### src/design/gfeb_pkg.sv
package gfeb_pkg;

	// Default grid bounds.
	localparam int DEF_MAX_ROWS = 64;
	localparam int DEF_MAX_COLS = 64;

	// Widths fixed by the interface.
	localparam int CFG_W   = 7;
	localparam int STEPS_W = 13;
	localparam int KIND_W  = 2;

	// Configuration register indexes.
	localparam logic CFG_ROWS = 1'b0;
	localparam logic CFG_COLS = 1'b1;

	// Cell kinds as stored in the grid memory.
	localparam logic [KIND_W-1:0] K_WALL   = 2'd0;
	localparam logic [KIND_W-1:0] K_OPEN   = 2'd1;
	localparam logic [KIND_W-1:0] K_RUNNER = 2'd2;
	localparam logic [KIND_W-1:0] K_FIRE   = 2'd3;

	typedef enum logic [3:0] {
		S_CLEAR,
		S_IDLE,
		S_PLACE,
		S_DIV,
		S_SEED,
		S_POP,
		S_NREAD,
		S_NEVAL,
		S_RESULT
	} state_t;

	// Search outcome handed from the controller to the output register.
	typedef struct packed {
		logic [STEPS_W-1:0] steps;
		logic               fail;
	} result_t;

endpackage

### src/design/gfeb_ctrl.sv
module gfeb_ctrl import gfeb_pkg::*; #(
	parameter int MAX_ROWS = DEF_MAX_ROWS,
	parameter int MAX_COLS = DEF_MAX_COLS,
	localparam int RW    = $clog2(MAX_ROWS),
	localparam int CW    = $clog2(MAX_COLS),
	localparam int NRW   = $clog2(MAX_ROWS + 1),
	localparam int NCW   = $clog2(MAX_COLS + 1),
	localparam int GAW   = RW + CW,
	localparam int CELLS = MAX_ROWS * MAX_COLS,
	localparam int PW    = $clog2(CELLS + 1),
	localparam int DW    = PW,
	localparam int QCAP  = 2 * CELLS + 1,
	localparam int QAW   = $clog2(QCAP),
	localparam int QEW   = RW + CW + DW + 1
) (
	input  logic              clk,
	input  logic              arst_n,
	input  logic [NRW-1:0]    nr_rows,
	input  logic [NCW-1:0]    nr_cols,
	input  logic              in_valid,
	input  logic [KIND_W-1:0] in_kind,
	input  logic              in_last,
	output logic              in_ready,
	input  logic              out_busy,
	output logic              res_valid,
	output result_t           res,
	output logic              grid_we,
	output logic [GAW-1:0]    grid_waddr,
	output logic [KIND_W-1:0] grid_wdata,
	output logic              grid_re,
	output logic [GAW-1:0]    grid_raddr,
	input  logic [KIND_W-1:0] grid_rdata,
	output logic              q_we,
	output logic [QAW-1:0]    q_waddr,
	output logic [QEW-1:0]    q_wdata,
	output logic              q_re,
	output logic [QAW-1:0]    q_raddr,
	input  logic [QEW-1:0]    q_rdata
);

	localparam int QPW = $clog2(QCAP + 1);
	localparam int TW  = NCW + RW + 1;
	localparam int DCW = (RW > 1) ? $clog2(RW) : 1;
	localparam int PRW = NRW + NCW;

	state_t state_q, state_d;

	logic [PW-1:0]     pos_q;
	logic [RW:0]       r_q;
	logic [CW-1:0]     c_q;
	logic [NCW-1:0]    used_cols_q;
	logic [QPW-1:0]    head_q, tail_q;
	logic [RW-1:0]     prow_q;
	logic [CW-1:0]     pcol_q;
	logic [KIND_W-1:0] kind_q;
	logic              last_q;
	logic [1:0]        k_q;
	logic [RW-1:0]     nb_r_q;
	logic [CW-1:0]     nb_c_q;
	logic [TW-1:0]     rem_q;
	logic [RW-1:0]     quo_q;
	logic [DCW-1:0]    dcnt_q;
	logic [GAW-1:0]    clr_q;
	logic [STEPS_W-1:0] steps_q;
	logic              fail_q;

	logic              in_range, split_ok, q_room, q_nonempty;
	logic [PRW-1:0]    total;
	logic [TW-1:0]     trial, rem_next;
	logic [RW-1:0]     quo_next;
	logic [RW-1:0]     e_row, nb_r;
	logic [CW-1:0]     e_col, nb_c;
	logic [DW-1:0]     e_dist;
	logic              e_run, nb_out;
	logic [DW:0]       dist_inc;
	logic              take_cell, push_nb;
	logic [KIND_W-1:0] take_kind;

	// Load bookkeeping: is the cell inside the active grid, and is the row/column split current.
	assign total      = PRW'(nr_rows) * PRW'(nr_cols);
	assign in_range   = PRW'(pos_q) < total;
	assign split_ok   = (pos_q == '0) || (used_cols_q == nr_cols);
	assign q_room     = tail_q < QPW'(QCAP);
	assign q_nonempty = head_q < tail_q;

	// One restoring-division step per cycle to split the load position.
	always_comb begin
		trial    = TW'(nr_cols) << dcnt_q;
		rem_next = rem_q;
		quo_next = quo_q;
		if (rem_q >= trial) begin
			rem_next         = rem_q - trial;
			quo_next[dcnt_q] = 1'b1;
		end
	end

	// Fields of the queue entry being expanded.
	assign e_row    = q_rdata[RW-1:0];
	assign e_col    = q_rdata[RW+CW-1:RW];
	assign e_dist   = q_rdata[RW+CW+DW-1:RW+CW];
	assign e_run    = q_rdata[QEW-1];
	assign dist_inc = {1'b0, e_dist} + (DW+1)'(1);

	// Neighbor in direction k: down, right, up, left.
	always_comb begin
		nb_r   = e_row;
		nb_c   = e_col;
		nb_out = 1'b0;
		case (k_q)
			2'd0: begin
				nb_r   = e_row + RW'(1);
				nb_out = (NRW'(e_row) + NRW'(1)) >= nr_rows;
			end
			2'd1: begin
				nb_c   = e_col + CW'(1);
				nb_out = (NCW'(e_col) + NCW'(1)) >= nr_cols;
			end
			2'd2: begin
				nb_r   = e_row - RW'(1);
				nb_out = (e_row == '0);
			end
			2'd3: begin
				nb_c   = e_col - CW'(1);
				nb_out = (e_col == '0);
			end
			default: begin
				nb_out = 1'b0;
			end
		endcase
	end

	// Which neighbor cells a wavefront takes.
	always_comb begin
		take_cell = 1'b0;
		take_kind = K_FIRE;
		if (grid_rdata == K_OPEN) begin
			take_cell = 1'b1;
			take_kind = e_run ? K_RUNNER : K_FIRE;
		end else if (!e_run && grid_rdata == K_RUNNER) begin
			take_cell = 1'b1;
		end
	end
	assign push_nb = take_cell && q_room;

	assign res.steps = steps_q;
	assign res.fail  = fail_q;

	// State register.
	always_ff @(posedge clk or negedge arst_n) begin
		if (!arst_n) begin
			state_q <= S_CLEAR;
		end else begin
			state_q <= state_d;
		end
	end

	// Next state and memory requests.
	always_comb begin
		state_d    = state_q;
		in_ready   = 1'b0;
		res_valid  = 1'b0;
		grid_we    = 1'b0;
		grid_waddr = clr_q;
		grid_wdata = K_WALL;
		grid_re    = 1'b0;
		grid_raddr = {nb_r, nb_c};
		q_we       = 1'b0;
		q_waddr    = tail_q[QAW-1:0];
		q_wdata    = '0;
		q_re       = 1'b0;
		q_raddr    = head_q[QAW-1:0];
		case (state_q)
			S_CLEAR: begin
				grid_we = 1'b1;
				if (clr_q == '1) begin
					state_d = S_IDLE;
				end
			end
			S_IDLE: begin
				in_ready = 1'b1;
				if (in_valid) begin
					state_d = S_PLACE;
				end
			end
			S_PLACE: begin
				if (in_range && !split_ok) begin
					state_d = S_DIV;
				end else begin
					if (in_range) begin
						grid_we    = 1'b1;
						grid_waddr = {r_q[RW-1:0], c_q};
						grid_wdata = kind_q;
						if (kind_q == K_FIRE && q_room) begin
							q_we    = 1'b1;
							q_wdata = {1'b0, DW'(0), c_q, r_q[RW-1:0]};
						end
					end
					state_d = last_q ? S_SEED : S_IDLE;
				end
			end
			S_DIV: begin
				if (dcnt_q == '0) begin
					state_d = S_PLACE;
				end
			end
			S_SEED: begin
				q_we    = q_room;
				q_wdata = {1'b1, DW'(0), pcol_q, prow_q};
				state_d = S_POP;
			end
			S_POP: begin
				if (q_nonempty) begin
					q_re    = 1'b1;
					state_d = S_NREAD;
				end else begin
					state_d = S_RESULT;
				end
			end
			S_NREAD: begin
				if (nb_out) begin
					if (e_run) begin
						state_d = S_RESULT;
					end else if (k_q == 2'd3) begin
						state_d = S_POP;
					end
				end else begin
					grid_re = 1'b1;
					state_d = S_NEVAL;
				end
			end
			S_NEVAL: begin
				grid_waddr = {nb_r_q, nb_c_q};
				grid_wdata = take_kind;
				grid_we    = take_cell;
				q_we       = push_nb;
				q_wdata    = {e_run, DW'(dist_inc), nb_c_q, nb_r_q};
				state_d    = (k_q == 2'd3) ? S_POP : S_NREAD;
			end
			S_RESULT: begin
				if (!out_busy) begin
					res_valid = 1'b1;
					state_d   = S_CLEAR;
				end
			end
			default: begin
				state_d = S_CLEAR;
			end
		endcase
	end

	// Datapath and queue pointers.
	always_ff @(posedge clk or negedge arst_n) begin
		if (!arst_n) begin
			pos_q       <= '0;
			r_q         <= '0;
			c_q         <= '0;
			used_cols_q <= '0;
			head_q      <= '0;
			tail_q      <= '0;
			prow_q      <= '0;
			pcol_q      <= '0;
			k_q         <= '0;
			dcnt_q      <= '0;
			clr_q       <= '0;
			last_q      <= 1'b0;
			kind_q      <= K_WALL;
			rem_q       <= '0;
			quo_q       <= '0;
			nb_r_q      <= '0;
			nb_c_q      <= '0;
			steps_q     <= '0;
			fail_q      <= 1'b0;
		end else begin
			case (state_q)
				S_CLEAR: begin
					clr_q <= clr_q + GAW'(1);
				end
				S_IDLE: begin
					if (in_valid) begin
						kind_q <= in_kind;
						last_q <= in_last;
					end
				end
				S_PLACE: begin
					if (in_range && !split_ok) begin
						rem_q  <= TW'(pos_q);
						quo_q  <= '0;
						dcnt_q <= DCW'(RW - 1);
					end else if (in_range) begin
						pos_q       <= pos_q + PW'(1);
						used_cols_q <= nr_cols;
						if (kind_q == K_RUNNER) begin
							prow_q <= r_q[RW-1:0];
							pcol_q <= c_q;
						end
						if (kind_q == K_FIRE && q_room) begin
							tail_q <= tail_q + QPW'(1);
						end
						if ((NCW'(c_q) + NCW'(1)) == nr_cols) begin
							r_q <= r_q + (RW+1)'(1);
							c_q <= '0;
						end else begin
							c_q <= c_q + CW'(1);
						end
					end
				end
				S_DIV: begin
					rem_q  <= rem_next;
					quo_q  <= quo_next;
					dcnt_q <= dcnt_q - DCW'(1);
					if (dcnt_q == '0) begin
						r_q         <= (RW+1)'(quo_next);
						c_q         <= CW'(rem_next);
						used_cols_q <= nr_cols;
					end
				end
				S_SEED: begin
					if (q_room) begin
						tail_q <= tail_q + QPW'(1);
					end
				end
				S_POP: begin
					k_q <= '0;
					if (q_nonempty) begin
						head_q <= head_q + QPW'(1);
					end else begin
						steps_q <= '0;
						fail_q  <= 1'b1;
					end
				end
				S_NREAD: begin
					if (nb_out) begin
						k_q <= k_q + 2'd1;
						if (e_run) begin
							steps_q <= STEPS_W'(dist_inc);
							fail_q  <= 1'b0;
						end
					end else begin
						nb_r_q <= nb_r;
						nb_c_q <= nb_c;
					end
				end
				S_NEVAL: begin
					k_q <= k_q + 2'd1;
					if (push_nb) begin
						tail_q <= tail_q + QPW'(1);
					end
				end
				S_RESULT: begin
					if (!out_busy) begin
						pos_q  <= '0;
						r_q    <= '0;
						c_q    <= '0;
						head_q <= '0;
						tail_q <= '0;
						prow_q <= '0;
						pcol_q <= '0;
					end
				end
				default: begin
					clr_q <= '0;
				end
			endcase
		end
	end

	// The queue is never read past its tail.
	a_head_le_tail: assert property (@(posedge clk) disable iff (!arst_n)
		head_q <= tail_q)
		else $error("queue head passed tail");

	// The queue never grows past its capacity.
	a_tail_cap: assert property (@(posedge clk) disable iff (!arst_n)
		tail_q <= QPW'(QCAP))
		else $error("queue tail beyond capacity");

	// Grid data is only evaluated in the cycle after its read was issued.
	a_read_latency: assert property (@(posedge clk) disable iff (!arst_n)
		state_q == S_NEVAL |-> $past(grid_re))
		else $error("neighbor evaluated without a grid read");

	// Every delivered result is followed by a clearing pass.
	a_clear_after_result: assert property (@(posedge clk) disable iff (!arst_n)
		res_valid |=> state_q == S_CLEAR && clr_q == '0)
		else $error("no clearing pass after result");

endmodule

### config.mk
export PLATFORM = sky130hd
export DESIGN_NAME = gfeb_ctrl
export DESIGN_NICKNAME = d
export VERILOG_FILES = /design/src/design/gfeb_pkg.sv /design/src/design/gfeb_ctrl.sv
export SDC_FILE = /design/constraint.sdc
export NUM_CORES = 1
export LEC_CHECK = 0
export CORE_MARGIN = 1
export CORE_UTILIZATION = 50
export DETAILED_ROUTE_END_ITERATION = 8
export DONT_BUFFER_PORTS = 1
export PLACE_DENSITY = 0.74
export SLEW_MARGIN = 20
export SYNTH_ARGS = -nofsm -noshare
export SYNTH_HDL_FRONTEND = slang
export SYNTH_SLANG_ARGS = --single-unit
### constraint.sdc
create_clock -name clk -period 13.3 [get_ports clk]
set_clock_uncertainty 0.15 [all_clocks]
set_input_delay 2.66 -clock clk [delete_from_list [all_inputs] [get_ports clk]]
set_output_delay 2.66 -clock clk [all_outputs]
set_load 0.005 [all_outputs]
## Word-level counts from Yosys, hierarchy flattened

Index checks and enable logic that the tools add are counted.

- Register bits: 143
- Input bits: 49
- Output and inout bits: 100
- Word-level logic and storage cells: 223

- $add $sub $neg: 17
- Multipliers: 1
- Order comparisons: 8
- Eq/ne operators: 36
- Shifts and indexed selects: 1
- Muxes and demuxes: 101
- Bitwise gates (word level): 2
- Reduce and logical (&&, ||, !) cells: 36

Operator list:

| cell | count |
|---|---|
| $mux W14 | 9 |
| $mux W13 | 6 |
| $mux W6 | 13 |
| $pmux W26 S3 | 1 |
| $mux W12 | 5 |
| $pmux W6 S2 | 5 |
| $mux W7 | 8 |
| $pmux W14 S2 | 2 |
| $pmux W14 S4 | 1 |
| $pmux W13 S2 | 2 |
| $pmux W12 S2 | 2 |
| $pmux W4 S9 | 1 |
| $ne A2 B2 Y1 const B | 17 |
| $mux W4 | 8 |
| $add A14 B1 Y14 const B | 2 |
| $add A13 B1 Y13 const B | 2 |
| $add A6 B1 Y7 const B | 3 |
| $pmux W7 S3 | 1 |
| $mux W1 | 20 |
| $add A6 B1 Y6 const B | 3 |
| $pmux W6 S3 | 1 |
| $eq A4 B3 Y1 const B | 4 |
| $reduce_and A5 Y1 | 3 |
| $eq A7 B7 Y1 | 2 |
| other kinds (51) | 81 |

## Logic depth before layout (Yosys ltp)

- Depth after elaboration: 8
- Depth in mapped cells: 29
- Depth with buffers taken out: 27

## Worst setup path after synthesis

No wires, ideal clock.

- Path type: input -> output
- From: in nr_cols[3]
- To: out grid_we
- Arrival: 8.248 ns
- Required time: 10.490 ns
- Slack: 2.242 ns
- Stages on the path: 27
- Buffers on the path: 2
- Cells stage by stage: clkbuf_1 inv_1 nor2_1 fa_1 inv_1 fa_1 inv_1 fa_1 inv_1 fa_1 inv_1 ha_1 inv_1 a21oi_1 o21ai_0 a21oi_1 o21ai_0 nor4b_1 a311oi_1 ha_1 nand4_1 nor2_1 o21ai_0 o21a_2 o31a_1 clkbuf_1 or3b_2

- Longest elaborated chain between the ends: 6
- Elaborated cells on any way between the ends: 9
- Those cells by class: 1 x mul; 1 x order compare; 1 x eq/ne; 3 x mux; 3 x reduce/logical

RTL lines:

| element | line | text |
|---|---|---|
| start, declared | gfeb_ctrl.sv:19 | `input logic [NCW-1:0] nr_cols,` |
| branches (longest 4 deep; another with $mul A7 B7 Y14) | - |  |
| $mux W1 (*) | gfeb_ctrl.sv:186 | `if (in_range && !split_ok) begin` |
| $pmux W1 S3 (*) | gfeb_ctrl.sv:172 | `case (state_q)` |
| end, declared | gfeb_ctrl.sv:27 | `output logic grid_we,` |

Every way passes the cells marked *.

## Worst setup path after layout

- From: in nr_rows[3]
- To: out grid_waddr[1]

- Longest elaborated chain between the ends: 5
- Elaborated cells on any way between the ends: 6
- Those cells by class: 1 x mul; 1 x order compare; 3 x mux; 1 x reduce/logical

RTL lines:

| element | line | text |
|---|---|---|
| start, declared | gfeb_ctrl.sv:18 | `input logic [NRW-1:0] nr_rows,` |
| $mul A7 B7 Y14 (*) | gfeb_ctrl.sv:80 | `assign total = PRW'(nr_rows) * PRW'(nr_cols);` |
| $lt A13 B14 Y1 (*) | gfeb_ctrl.sv:81 | `assign in_range = PRW'(pos_q) < total;` |
| $mux W12 / $logic_and A1 B1 Y1 (equally long branches) | gfeb_ctrl.sv:189, gfeb_ctrl.sv:186 |  |
| $mux W12 (*) | gfeb_ctrl.sv:186 |  |
| $pmux W12 S2 (*) | gfeb_ctrl.sv:172 |  |
| end, declared | gfeb_ctrl.sv:28 | `output logic [GAW-1:0] grid_waddr,` |

Mark *: on every way between the ends. The rest lies on a longest branch, timed or not.

==> flow_summary.json <==
{
  "final_nets": 1581,
  "cp.depth": 27,
  "r2r-end": "rem_q[0]",
  "post_cts_buffers": 0,
  "synthXorXnorAreaFrac_pct": 6.26,
  "synth-compound-area-share_pct": 16.9,
  "hpwl_um": 25200,
  "syn_area_per_cell_um2": 8.43,
  "cp_common_cell": "inv_1",
  "post-route-min-period_ns": 11.50,
  "drive_gt1_share_pct": 5.98,
  "netlist.area_leader.share_pct": 29.6,
  "tritoncts": "done",
  "die_h_um": 157,
  "power.density_mw_per_mm2": 211,
  "synthSimpleGateAreaFrac_pct": 20.4,
  "place_congestion": 0.947,
  "cp.required_ns": 10.49,
  "final_cell_mix": "nand2_1, dfrtp_1, nor2_1",
  "ctsResizeCount": 0,
  "netlist_area_mm2": 0.0120,
  "cts_buffers": 17,
  "grt_pass1_vias": 9895,
  "synth_area_leaders": "dfrtp_1, ha_1, nand2_1",
  "nFillCells": 2164,
  "comb_power_share_pct": 51.9,
  "clkSinkCount": 142,
  "p_int_w": 0.00144,
  "path_delay_family": "adder cells",
  "synth_mux_area_share_pct": 4.88,
  "clkLatencyLatePin_ns": 0.43,
  "slew_viol_final": 0,
  "switching_share_pct": 46.7,
  "hold_viol": 0,
  "slowest_stage": "nor2_1",
  "drc": 0,
  "coreArea_mm2": 0.0235,
  "cap_violations": 0,
  "ys_seq_elements": 142,
  "synth_nets": 1616,
  "clock.fmax_mhz": 86.9,
  "setup_slack_ns": 1.80,
  "syn2layout_area_growth_pct": 6.51,
  "rsz0062_at_grt": "false",
  "synth_top_area_cell": "dfrtp_1",
  "dr.pass1.iters": 5,
  "path_max_fanout": 12,
  "yosysUniqueCellTypes": 74,
  "r2r_start": "dcnt_q[0]",
  "num_rows": 56,
  "via_count": 10544,
  "routed_wirelength_um": 33800,
  "drtIter0Drc": 1238,
  "antenna_cells": 0,
  "crit_buf_inv": 6,
  "htreeDepth": 4,
  "die_area_mm2": 0.0247,
  "ctsRootBufferMaster": "clkbuf_16",
  "io_pins": 149,
  "worstMarginPinSlew_ns": 0.949,
  "p_clk_share_pct": 17.2,
  "setup_viol": 0,
  "grt_start_max_net_pins": 143,
  "power_switching_w": 0.00126,
  "cts.clk_slew.worst_paths_ns": 0.06,
  "rrSetupSlack_ns": 8.50,
  "holdPathEnd": "rem_q[7]",
  "routedWlPerCell_um": 19.6,
  "final_common_cell": "nand2_1",
  "crit_path_max_incr_delay_ns": 0.69,
  "min_from": "rem_q[7]",
  "utilization_pct": 54.4,
  "ys_seq_area_share_pct": 29.6,
  "synth_fa_ha_area_share_pct": 16.3,
  "synth_edf_count": 0,
  "ys.flop_type": "dfrtp_1",
  "ctsLongestPathBuffers": 2,
  "p_seq_share_pct": 30.9,
  "arrival_ns": 8.69,
  "detail-route-antenna-nets": 0,
  "holdBufCountCts": 0,
  "dp_slack_ns": 1.83,
  "grt_pass1_wl_um": 53800,
  "initial_core_util_pct": 51.1,
  "die_width_um": 157,
  "slew_headroom_pct": 36.3,
  "fin_crit_sh_pct": 86.5,
  "p_leak_nw": 5.89,
  "tns_ns": 0,
  "antenna_found_initial": 0,
  "io_buffers": 0,
  "start_kind": "primary input",
  "rr_worst_depth": 13,
  "grt.overflow.total": 0,
  "synth_top_family_by_area": "simple AND/OR/NAND/NOR gates",
  "whs_ns": 0.361,
  "crit_path_end_kind": "output pin",
  "path_class": "in -> out",
  "ys.warnings.count": 0,
  "viasPerCell": 6.12,
  "grt_usage_pct": 27.9,
  "status": "finished clean",
  "peakVddDrop_uv": 120,
  "whs_path_depth": 2,
  "syn_inst": 1427,
  "hp-class": "reg -> reg",
  "async_flop_share_pct": 100
}
## cell families after synthesis
family	Yosys count
muxes	55
xor gates and xnor gates	86
DFF	142
adders and majority gates	140
AOI/OAI and AO/OA	315
buffers and inverters	179
and+or+nand+nor	510
## power groups by stage
stage / Combinational, W / Sequential [W] / Clock [W]
global placement: 0.00134 / 0.000831 / 0
global route: 0.00158 / 0.000860 / 0.000488
detailed placement: 0.00138 / 0.000834 / 0
finish: 0.00140 / 0.000836 / 0.000464
floorplan: 0.00112 / 0.000724 / 0
CTS: 0.00139 / 0.000829 / 0.000468
## how the worst max path moves through the flow
stage                     startpoint              to  slack, ns
after CTS                 nr_rows[3]   grid_waddr[1]       1.83
final                     nr_rows[3]   grid_waddr[1]       1.80
after global routing      nr_rows[3]  grid_waddr[10]       1.33
after detailed placement  nr_rows[3]   grid_waddr[2]       1.83
after floorplan           nr_cols[3]         grid_we       2.24
after global placement    nr_rows[3]  grid_waddr[10]       1.98
## cell type report
type	instances	area (um2)	area share, %
clock buffers	21	470	3.67
clock inverters	10	90.1	0.703
inverters	114	428	3.34
multi-input cells	1106	7780	60.8
flip-flops and latches	142	3550	27.7
well taps	319	399	3.12
repair buffers	11	82.6	0.645
## Yosys cell counts, types with 11 or more instances
| library cell | count |
|---|---|
| nor2_1 | 126 |
| a21oi_1 | 82 |
| mux2_2 | 29 |
| and3_1 | 27 |
| xor2_1 | 38 |
| and2_1 | 14 |
| nand2_1 | 153 |
| nor3_1 | 17 |
| nand2b_1 | 16 |
| nand4_1 | 20 |
| inv_1 | 113 |
| o21ai_0 | 81 |
| clkbuf_1 | 49 |
| dfrtp_1 | 142 |
| xnor2_1 | 48 |
| mux2i_1 | 26 |
| a21o_1 | 19 |
| a22oi_1 | 27 |
| fa_1 | 27 |
| ha_1 | 113 |
| nor4_1 | 14 |
| nand3_1 | 68 |
| a31oi_1 | 11 |
## stage by stage
step	instances	power (W)	area (um2)
5_1_grt	1723	0.00293	12800
3_3_place_gp	1692	0.00217	12200
3_5_place_dp	1692	0.00221	12200
4_1_cts	1723	0.00269	12800
2_1_floorplan	1427	0.00184	12000
6_report	1723	0.00270	12800
## registers in the layout (all words and copies together), names as in the netlist
register,flops
used_cols_q,7
q_waddr,14
rem_q,14
dcnt_q,3
nb_r_q,6
steps_q,13
k_q,2
clr_q,12
last_q,1
nb_c_q,6
fail_q,1
c_q,6
pcol_q,6
r_q,6
quo_q,6
pos_q,13
q_raddr,14
kind_q,2
prow_q,6
state_q,4
## metal layers
layer  GRT usage [%]  vias to the layer above  part of all wire (%)  wire [um]
li1                -                     4956                     -          -
met1            37.5                     5051                    43      14400
met2            44.4                      474                    46      15600
met3            5.62                       63                   8.1       2730
met4            10.4                        0                   3.0       1010
met5               0                        -                     0          0
## worst min-delay path: stages, from the launching register on
cell and delay, ns:
dfrtp_1 0.35, nand2_1 0.05, o211ai_1 0.07
Note: power is estimated with default switching activity, not from simulation.
